<file path="src/rtl/saeu_pkg.sv">
// Shared constants and types of the stable argsort engine.
// Used by the controller, the datapath, the top level and the checker.
`timescale 1ns / 1ps

package saeu_pkg;

    // Capacity of one set and the most results emitted per set.
    localparam int DEPTH      = 32;
    localparam int RESULT_CAP = 32;

    // Field widths.
    localparam int VAL_W  = 32;
    localparam int OIDX_W = 5;

    // Derived widths.
    localparam int IDX_W  = $clog2(DEPTH);
    localparam int CNT_W  = $clog2(DEPTH + 1);
    localparam int CAP_W  = $clog2(RESULT_CAP + 1);
    localparam int EMIT_W = (CNT_W > CAP_W) ? CNT_W : CAP_W;

    // Configuration port.
    localparam int APB_AW    = 3;
    localparam int APB_DW    = 32;
    localparam int REG_IDX_W = APB_AW - 2;

    // Register indexes.
    localparam logic [REG_IDX_W-1:0] REG_DESCENDING = '0;

    // Commands from the controller to the datapath.
    typedef struct packed {
        logic load;
        logic start_asc;
        logic start_desc;
        logic head;
        logic ptr_dec;
        logic ptr_inc;
        logic mark_run;
        logic next_run;
        logic emit;
        logic finish;
    } t_dp_cmd;

    // Status from the datapath to the controller.
    typedef struct packed {
        logic out_free;
        logic ptr_zero;
        logic run_match;
        logic at_hi;
        logic final_emit;
    } t_dp_status;

endpackage

</file>
<file path="src/rtl/saeu_ctrl.sv">
// Sequencing controller of the stable argsort engine: loading, run search and emission.
// Depends on saeu_pkg for the command and status types.
`timescale 1ns / 1ps

module saeu_ctrl (
    input  logic                 i_clk,
    input  logic                 i_rst_n,
    input  logic                 i_valid,
    input  logic                 i_last,
    input  logic                 i_descending,
    input  saeu_pkg::t_dp_status i_status,
    output logic                 o_ready,
    output saeu_pkg::t_dp_cmd    o_cmd
);
    import saeu_pkg::*;

    typedef enum logic [4:0] {
        S_LOAD  = 5'b00001,
        S_START = 5'b00010,
        S_HEAD  = 5'b00100,
        S_SCAN  = 5'b01000,
        S_EMIT  = 5'b10000
    } t_state;

    t_state r_state, n_state;
    logic   r_desc, n_desc;

    // State and direction registers.
    always_ff @(posedge i_clk) begin
        if (!i_rst_n) begin
            r_state <= S_LOAD;
            r_desc  <= 1'b0;
        end else begin
            r_state <= n_state;
            r_desc  <= n_desc;
        end
    end

    // Next state and command decode.
    always_comb begin
        n_state = r_state;
        n_desc  = r_desc;
        o_cmd   = '0;
        o_ready = 1'b0;
        unique case (r_state)
            S_LOAD: begin
                o_ready = 1'b1;
                if (i_valid) begin
                    o_cmd.load = 1'b1;
                    if (i_last) begin
                        n_state = S_START;
                    end
                end
            end
            S_START: begin
                // The direction is sampled once per set, when emission begins.
                n_desc = i_descending;
                if (i_descending) begin
                    o_cmd.start_desc = 1'b1;
                    n_state          = S_HEAD;
                end else begin
                    o_cmd.start_asc = 1'b1;
                    n_state         = S_EMIT;
                end
            end
            S_HEAD: begin
                // Capture the value of the highest remaining run.
                o_cmd.head = 1'b1;
                if (i_status.ptr_zero) begin
                    o_cmd.mark_run = 1'b1;
                    n_state        = S_EMIT;
                end else begin
                    o_cmd.ptr_dec = 1'b1;
                    n_state       = S_SCAN;
                end
            end
            S_SCAN: begin
                // Walk down to the first element of the run of equal values.
                if (i_status.run_match) begin
                    if (i_status.ptr_zero) begin
                        o_cmd.mark_run = 1'b1;
                        n_state        = S_EMIT;
                    end else begin
                        o_cmd.ptr_dec = 1'b1;
                    end
                end else begin
                    o_cmd.ptr_inc  = 1'b1;
                    o_cmd.mark_run = 1'b1;
                    n_state        = S_EMIT;
                end
            end
            S_EMIT: begin
                if (i_status.out_free) begin
                    o_cmd.emit = 1'b1;
                    if (i_status.final_emit) begin
                        o_cmd.finish = 1'b1;
                        n_state      = S_LOAD;
                    end else if (r_desc && i_status.at_hi) begin
                        o_cmd.next_run = 1'b1;
                        n_state        = S_HEAD;
                    end else begin
                        o_cmd.ptr_inc = 1'b1;
                    end
                end
            end
            default: begin
                n_state = S_LOAD;
            end
        endcase
    end

endmodule

</file>
<file path="src/rtl/saeu_dp.sv">
// Datapath of the stable argsort engine: insertion chain, read pointers and result register.
// Depends on saeu_pkg for widths, capacity and the command and status types.
`timescale 1ns / 1ps

module saeu_dp (
    input  logic                               i_clk,
    input  logic                               i_rst_n,
    input  saeu_pkg::t_dp_cmd                  i_cmd,
    input  logic signed [saeu_pkg::VAL_W-1:0]  i_value,
    input  logic                               i_ready,
    output saeu_pkg::t_dp_status               o_status,
    output logic                               o_valid,
    output logic signed [saeu_pkg::VAL_W-1:0]  o_sorted_value,
    output logic        [saeu_pkg::OIDX_W-1:0] o_original_index,
    output logic                               o_last_res,
    output logic                               o_overflow
);
    import saeu_pkg::*;

    // Cell row, kept sorted ascending by value and then by load position.
    logic signed [VAL_W-1:0] r_cell_val [DEPTH];
    logic        [IDX_W-1:0] r_cell_idx [DEPTH];

    logic [CNT_W-1:0]  r_count;
    logic              r_dropped;
    logic [IDX_W-1:0]  r_ptr, n_ptr;
    logic [IDX_W-1:0]  r_hi;
    logic [IDX_W-1:0]  r_run_lo;
    logic [EMIT_W-1:0] r_emitted;
    logic signed [VAL_W-1:0] r_run_val;

    logic [DEPTH-1:0]        w_ins;
    logic                    w_has_room;
    logic                    w_insert;
    logic [CNT_W-1:0]        w_top_cnt;
    logic [IDX_W-1:0]        w_top;
    logic [IDX_W-1:0]        w_run_below;
    logic [EMIT_W-1:0]       w_cap;
    logic                    w_final;
    logic signed [VAL_W-1:0] w_rd_val;
    logic [IDX_W-1:0]        w_rd_idx;

    assign w_has_room = (r_count < CNT_W'(DEPTH));
    assign w_insert   = i_cmd.load && w_has_room;

    // A cell takes part in the insertion when it is empty or holds a larger value.
    always_comb begin
        for (int i = 0; i < DEPTH; i++) begin
            w_ins[i] = (CNT_W'(i) >= r_count) || (r_cell_val[i] > i_value);
        end
    end

    // Each cell keeps, takes the new element, or takes its lower neighbour.
    always_ff @(posedge i_clk) begin
        if (w_insert) begin
            if (w_ins[0]) begin
                r_cell_val[0] <= i_value;
                r_cell_idx[0] <= r_count[IDX_W-1:0];
            end
            for (int i = 1; i < DEPTH; i++) begin
                if (w_ins[i]) begin
                    if (!w_ins[i-1]) begin
                        r_cell_val[i] <= i_value;
                        r_cell_idx[i] <= r_count[IDX_W-1:0];
                    end else begin
                        r_cell_val[i] <= r_cell_val[i-1];
                        r_cell_idx[i] <= r_cell_idx[i-1];
                    end
                end
            end
        end
    end

    // Fill count and dropped flag of the current set.
    always_ff @(posedge i_clk) begin
        if (!i_rst_n) begin
            r_count   <= '0;
            r_dropped <= 1'b0;
        end else if (i_cmd.finish) begin
            r_count   <= '0;
            r_dropped <= 1'b0;
        end else if (i_cmd.load) begin
            if (w_has_room) begin
                r_count <= r_count + CNT_W'(1);
            end else begin
                r_dropped <= 1'b1;
            end
        end
    end

    // Single read port of the cell row.
    assign w_rd_val = r_cell_val[r_ptr];
    assign w_rd_idx = r_cell_idx[r_ptr];

    assign w_top_cnt   = r_count - CNT_W'(1);
    assign w_top       = w_top_cnt[IDX_W-1:0];
    assign w_run_below = r_run_lo - IDX_W'(1);

    // Read pointer update.
    always_comb begin
        n_ptr = r_ptr;
        if (i_cmd.start_asc) begin
            n_ptr = '0;
        end else if (i_cmd.start_desc) begin
            n_ptr = w_top;
        end else if (i_cmd.next_run) begin
            n_ptr = w_run_below;
        end else if (i_cmd.ptr_dec) begin
            n_ptr = r_ptr - IDX_W'(1);
        end else if (i_cmd.ptr_inc) begin
            n_ptr = r_ptr + IDX_W'(1);
        end
    end

    // Pointers, run bounds and the emitted count.
    always_ff @(posedge i_clk) begin
        if (!i_rst_n) begin
            r_ptr     <= '0;
            r_hi      <= '0;
            r_run_lo  <= '0;
            r_emitted <= '0;
        end else begin
            r_ptr <= n_ptr;
            if (i_cmd.start_desc) begin
                r_hi <= w_top;
            end else if (i_cmd.next_run) begin
                r_hi <= w_run_below;
            end
            if (i_cmd.mark_run) begin
                r_run_lo <= n_ptr;
            end
            if (i_cmd.start_asc || i_cmd.start_desc) begin
                r_emitted <= '0;
            end else if (i_cmd.emit) begin
                r_emitted <= r_emitted + EMIT_W'(1);
            end
        end
    end

    // Value of the run being searched.
    always_ff @(posedge i_clk) begin
        if (i_cmd.head) begin
            r_run_val <= w_rd_val;
        end
    end

    // Number of results this set emits.
    assign w_cap   = (EMIT_W'(r_count) > EMIT_W'(RESULT_CAP)) ? EMIT_W'(RESULT_CAP)
                                                              : EMIT_W'(r_count);
    assign w_final = ((r_emitted + EMIT_W'(1)) == w_cap);

    // Result register: control bit with reset, payload without.
    always_ff @(posedge i_clk) begin
        if (!i_rst_n) begin
            o_valid <= 1'b0;
        end else if (i_cmd.emit) begin
            o_valid <= 1'b1;
        end else if (i_ready) begin
            o_valid <= 1'b0;
        end
    end

    always_ff @(posedge i_clk) begin
        if (i_cmd.emit) begin
            o_sorted_value   <= w_rd_val;
            o_original_index <= OIDX_W'(w_rd_idx);
            o_last_res       <= w_final;
            o_overflow       <= r_dropped;
        end
    end

    // Status to the controller.
    always_comb begin
        o_status.out_free   = !o_valid || i_ready;
        o_status.ptr_zero   = (r_ptr == '0);
        o_status.run_match  = (w_rd_val == r_run_val);
        o_status.at_hi      = (r_ptr == r_hi);
        o_status.final_emit = w_final;
    end

endmodule

</file>
<file path="src/rtl/stable_argsort_engine_unit.sv">
// Ready stays high throughout loading, so items are accepted back to back. After the last
// item the controller passes a start state and, in descending order, head and scan states
// that find the top run. Ascending emission gives one result per cycle while the receiver
// takes them; descending walks each run of equal values down and emits it upward, as every
// step goes through the single read port of the sorted cell row. Reset (synchronous, active
// low) empties the set, clears the overflow flag and result valid bit, selects ascending.
`timescale 1ns / 1ps

module stable_argsort_engine_unit (
    input  logic                                  i_clk,
    input  logic                                  i_rst_n,
    input  logic                                  i_valid,
    output logic                                  o_ready,
    input  logic signed [saeu_pkg::VAL_W-1:0]     i_value,
    input  logic                                  i_last,
    output logic                                  o_valid,
    input  logic                                  i_ready,
    output logic signed [saeu_pkg::VAL_W-1:0]     o_sorted_value,
    output logic        [saeu_pkg::OIDX_W-1:0]    o_original_index,
    output logic                                  o_last_res,
    output logic                                  o_overflow,
    input  logic                                  psel,
    input  logic                                  penable,
    input  logic                                  pwrite,
    input  logic        [saeu_pkg::APB_AW-1:0]    paddr,
    input  logic        [saeu_pkg::APB_DW-1:0]    pwdata,
    output logic        [saeu_pkg::APB_DW-1:0]    prdata,
    output logic                                  pready
);
    import saeu_pkg::*;

    logic                 r_descending;
    logic [REG_IDX_W-1:0] w_reg_idx;
    logic                 w_cfg_write;
    t_dp_cmd              w_cmd;
    t_dp_status           w_status;

    // Configuration register access.
    assign pready      = 1'b1;
    assign w_reg_idx   = paddr[APB_AW-1:2];
    assign w_cfg_write = psel && penable && pwrite;

    always_ff @(posedge i_clk) begin
        if (!i_rst_n) begin
            r_descending <= 1'b0;
        end else if (w_cfg_write && (w_reg_idx == REG_DESCENDING)) begin
            r_descending <= pwdata[0];
        end
    end

    always_comb begin
        prdata = '0;
        if (w_reg_idx == REG_DESCENDING) begin
            prdata[0] = r_descending;
        end
    end

    // Controller.
    saeu_ctrl u_ctrl (
        .i_clk        (i_clk),
        .i_rst_n      (i_rst_n),
        .i_valid      (i_valid),
        .i_last       (i_last),
        .i_descending (r_descending),
        .i_status     (w_status),
        .o_ready      (o_ready),
        .o_cmd        (w_cmd)
    );

    // Datapath.
    saeu_dp u_dp (
        .i_clk            (i_clk),
        .i_rst_n          (i_rst_n),
        .i_cmd            (w_cmd),
        .i_value          (i_value),
        .i_ready          (i_ready),
        .o_status         (w_status),
        .o_valid          (o_valid),
        .o_sorted_value   (o_sorted_value),
        .o_original_index (o_original_index),
        .o_last_res       (o_last_res),
        .o_overflow       (o_overflow)
    );

endmodule

</file>
<file path="config.mk">
export PLATFORM = sky130hd
export DESIGN_NAME = stable_argsort_engine_unit
export DESIGN_NICKNAME = d
export VERILOG_FILES = /design/src/rtl/saeu_pkg.sv /design/src/rtl/saeu_ctrl.sv /design/src/rtl/saeu_dp.sv /design/src/rtl/stable_argsort_engine_unit.sv
export SDC_FILE = /design/constraint.sdc
export NUM_CORES = 2
export LEC_CHECK = 0
export BUFFER_PORTS_ARGS = -buffer_cell sky130_fd_sc_hd__buf_2
export CELL_PAD_IN_SITES_DETAIL_PLACEMENT = 1
export CELL_PAD_IN_SITES_GLOBAL_PLACEMENT = 1
export CORE_AREA = 2 2 421 423
export CTS_BUF_LIST = sky130_fd_sc_hd__clkbuf_2 sky130_fd_sc_hd__clkbuf_4 sky130_fd_sc_hd__clkbuf_8
export CTS_CLUSTER_SIZE = 28
export DETAILED_ROUTE_END_ITERATION = 8
export DIE_AREA = 0 0 423 425
export PLACE_DENSITY = 0.84
export SLEW_MARGIN = 20
export SYNTH_ARGS = -nofsm -noshare
export SYNTH_HDL_FRONTEND = slang
export SYNTH_SLANG_ARGS = --single-unit
</file>
<file path="constraint.sdc">
create_clock -name i_clk -period 7.7 [get_ports i_clk]
set_input_delay 1.155 -clock i_clk [delete_from_list [all_inputs] [get_ports i_clk]]
set_output_delay 1.155 -clock i_clk [all_outputs]
set_load 0.01 [all_outputs]
</file>
==> metrics.md <==
| Metric | Value |
|---|---|
| Register area | 0.0384 mm^2 |
| Worst Path Arrival | 7320 ps |
| Total CTS buffers | 220 |
| Setup violators final | 0 |
| GP Congestion | between 0.9 and 1 |
| Post-Syn Area per Cell | 12.5 um^2 |
| Initial Util | 49.6% |
| CP Data Required Time | ~8500 ps |
| CTS max path bufs | 3 |
| Fin crit share | a little over four fifths |
| # port buffers | 83 |
| Multi-input gate area | between 0.04 and 0.05 mm^2 |
| # rows | approximately 150 |
| Final ANT Viol Nets | 0 |
| Post-synth top flop | edfxtp_1 |
| Initial DRC count | about 7900 |
| Power, Total | a little over 0.03 W |
| # DRC | 0 |
| Clock transition at the registers of the reported paths | roughly 70 ps |
| YS warnings | 0 |
| Wire length per cell | 34.0 um |
| Chip Height | approximately 430 um |
| Ys async rst share | 0% |
| Type of the worst setup path | reg -> reg |
| Final hold viol count | 0 |
| Run status | finished, final reports clean |
| First-pass GRT wire length | ~480000 um |
| Post-DP HPWL | ~250000 um |
| Number of global-route vias before repair | approximately 70000 |
| Share of layout cells above drive strength 1 | 26.8% |
| H-tree levels | 4 |
| Num ports | roughly 150 |
| Fin. max-slew vios | 0 |
| FMAX | around 0.15 GHz |
| EDFF count, synth | 1255 |
| # fillers | around 18000 |
| IR drop worst, VDD | between 0.00015 and 0.0002 V |
| RSZ-0062 raised after global routing | false |
| Cells after Synth | 6976 |
| #FFs+latches synth | around 1300 |
| Vias per std cell | around 7 |
| Initial antenna violation count | 22 |
| Post-CTS setup buffers | 0 |
| Worst skew pair latency | slightly above 1000 ps |
| Post-Syn Area | 0.0870 mm^2 |
| TritonCTS clock tree | done |
| Maxcap violations | 0 |
| Seq/Total Area, Yosys | 44.1% |
| Grt ovf | 0 |
| Die area | roughly 0.18 mm^2 |
| Layout Nets | approximately 8300 |
| Pleak | 36.7 nW |
| Detailed Routing Iterations Pass 1 | 6 |
| Die Span X | between 400 and 500 um |
| Gr usage total | ~36% |
| Final Skew | approximately 55 ps |
| Max-Slew Margin vs Limit | approximately 12% |
| Clk Tree Root Cell | clkbuf_8 |
| Fin Setup TNS | 0 ps |
| PwrDens | 323 mW/mm^2 |
| Synth unique cells | 94 |
| Crit path time final | around 6500 ps |
| Class of the worst hold path | in -> reg |
| Flop2flop setup slack | about 1200 ps |
| Clock sink count | 1291 |
| Post-CTS Hold Buffers | 0 |
| Slew @ Worst Pin | 1300 ps |
| CP Launch Type | flop |
| CTS resizes | 0 |
| Wirelength, routed | ~330000 um |
| Crit-path max FO | 31 |
| Core Box Area | roughly 0.18 mm^2 |
| Via Count | approximately 68000 |
| Area delta synth->final | 10.1% |
| Largest net degree at the start of global routing | 146 |
| Critical path capture point type | flop |
## layer usage
layer | up-vias | share of wire [%] | global-route usage (%)
met1 | 34700 | 38 | 45.1
met2 | 4006 | 45 | 55.5
li1 | 27900 | - | -
met4 | 20 | 8.6 | 26.2
met3 | 1100 | 9.1 | 7.10
met5 | - | 0.039 | 0
## Yosys cell counts (all sizes together) (11+ instances only)
cell	instances	area (um^2)
and2	26	163
clkbuf	263	988
a31oi	15	93.8
o221ai	19	166
nor2	217	815
nor4	43	300
nor2b	144	901
or2	11	68.8
a21oi	251	1270
nand2	287	1080
mux2i	236	2360
xnor2	21	184
a22oi	17	128
edfxtp	1255	37700
ha	999	12500
mux4	195	4390
o22ai	134	838
nand4	241	1510
a211oi	30	240
nand2b	101	632
o21a	163	1220
or3	34	218
o21ai	358	1800
nor3	77	400
buf	136	913
nand3	152	766
xor2	22	193
inv	115	432
dfxtp	36	721
a22o	12	105
a21o	256	1920
o211ai	21	158
and3	14	87.6
mux2	944	10600
## report_power, final
group          internal (W)  total, W  switching (W)
combinational       0.00501    0.0117        0.00672
sequential           0.0108    0.0128        0.00192
clock               0.00328   0.00642        0.00314
## flip-flops by register name (all words and copies together) (netlist names)
signal and count:
u_dp.r_dropped 1, u_ctrl.r_desc 1, u_dp.r_cell_val 1024, r_descending 1, u_dp.r_run_val 32, u_dp.o_overflow 1, u_dp.r_hi 5, u_dp.r_emitted 6
u_dp.r_run_lo 5, u_dp.o_valid 1, u_dp.r_ptr 5, u_dp.r_count 6, u_ctrl.r_state 5, u_dp.o_last_res 1, u_dp.o_original_index 5, u_dp.r_cell_idx 160
u_dp.o_sorted_value 32
## final timing paths
path / start / endpoint / cells after the start
hold reg to reg: u_dp.r_dropped / u_dp.o_overflow / 0
hold / removal: i_value[11] / u_dp.r_cell_val[0][11] / 1
setup / recovery: u_dp.r_ptr[1] / u_dp.r_ptr[3] / 13
setup reg to reg: u_dp.r_ptr[1] / u_dp.r_ptr[3] / 13
## per-stage QoR
| step | instance area [um^2] | hold WS, ps | cells | setup WS [ps] | util [%] |
|---|---|---|---|---|---|
| after floorplan | 87200 | 406 | 7006 | 383 | - |
| after global placement | 91400 | 425 | 9306 | 982 | 52.1 |
| after detailed placement | 91500 | 439 | 9308 | 815 | 52.2 |
| after CTS | 95800 | 366 | 9705 | 1170 | 54.6 |
| after global routing | 95800 | 420 | 9709 | 1330 | 54.7 |
| final | 95900 | 441 | 9715 | 1180 | 54.7 |
## layout by cell type (no fill, tap or decap), drive strengths merged, types with 32 or more instances in the layout
cell / count
a21o: 256
a21oi: 251
buf: 363
clkbuf: 299
clkinv: 87
conb: 32
dfxtp: 36
edfxtp: 1255
ha: 999
inv: 117
mux2: 944
mux2i: 236
mux4: 195
nand2: 287
nand2b: 101
nand3: 152
nand4: 241
nor2: 217
nor2b: 144
nor3: 77
nor4: 43
o21a: 163
o21ai: 358
o22ai: 134
or3: 34
## layout make-up
| type | instances | share of cell area [%] |
|---|---|---|
| timing repair buffer | 363 | 3.00 |
| clock inverter | 98 | 0.634 |
| inverter | 119 | 0.466 |
| sequential | 1291 | 40.1 |
| multi-input combinational | 5197 | 48.9 |
| tap | 2340 | 3.05 |
| antenna | 8 | 0.0209 |
| clock buffer | 299 | 3.84 |
## worst max-delay path, stage by stage (launching register included)
cell and delay (ps):
dfxtp_4 850, or3_4 760, o22ai_1 170, nor3_1 870, o21ai_0 640, nand2_1 250, a21oi_1 200, a211oi_1 330
and4_1 290, nand3_2 430, a21oi_2 430, a2bb2oi_2 240, mux2_4 330, nor2b_1 420
## logic make-up (layout without fill, tap and decap cells)
kind of cell    after synthesis  count (layout)  share of synthesized area (%)
mux                        1375            1375                           20.0
compound gates             1374            1374                           10.2
simple gates               1374            1374                           8.23
flops                      1291            1291                           44.1
fa+ha+maj                   999             999                           14.4
buf+inv                     518             879                           2.70
xor+xnor                     43              43                          0.433
other cells                   2              40                        0.00863
Power figures use the tool's default switching activity.
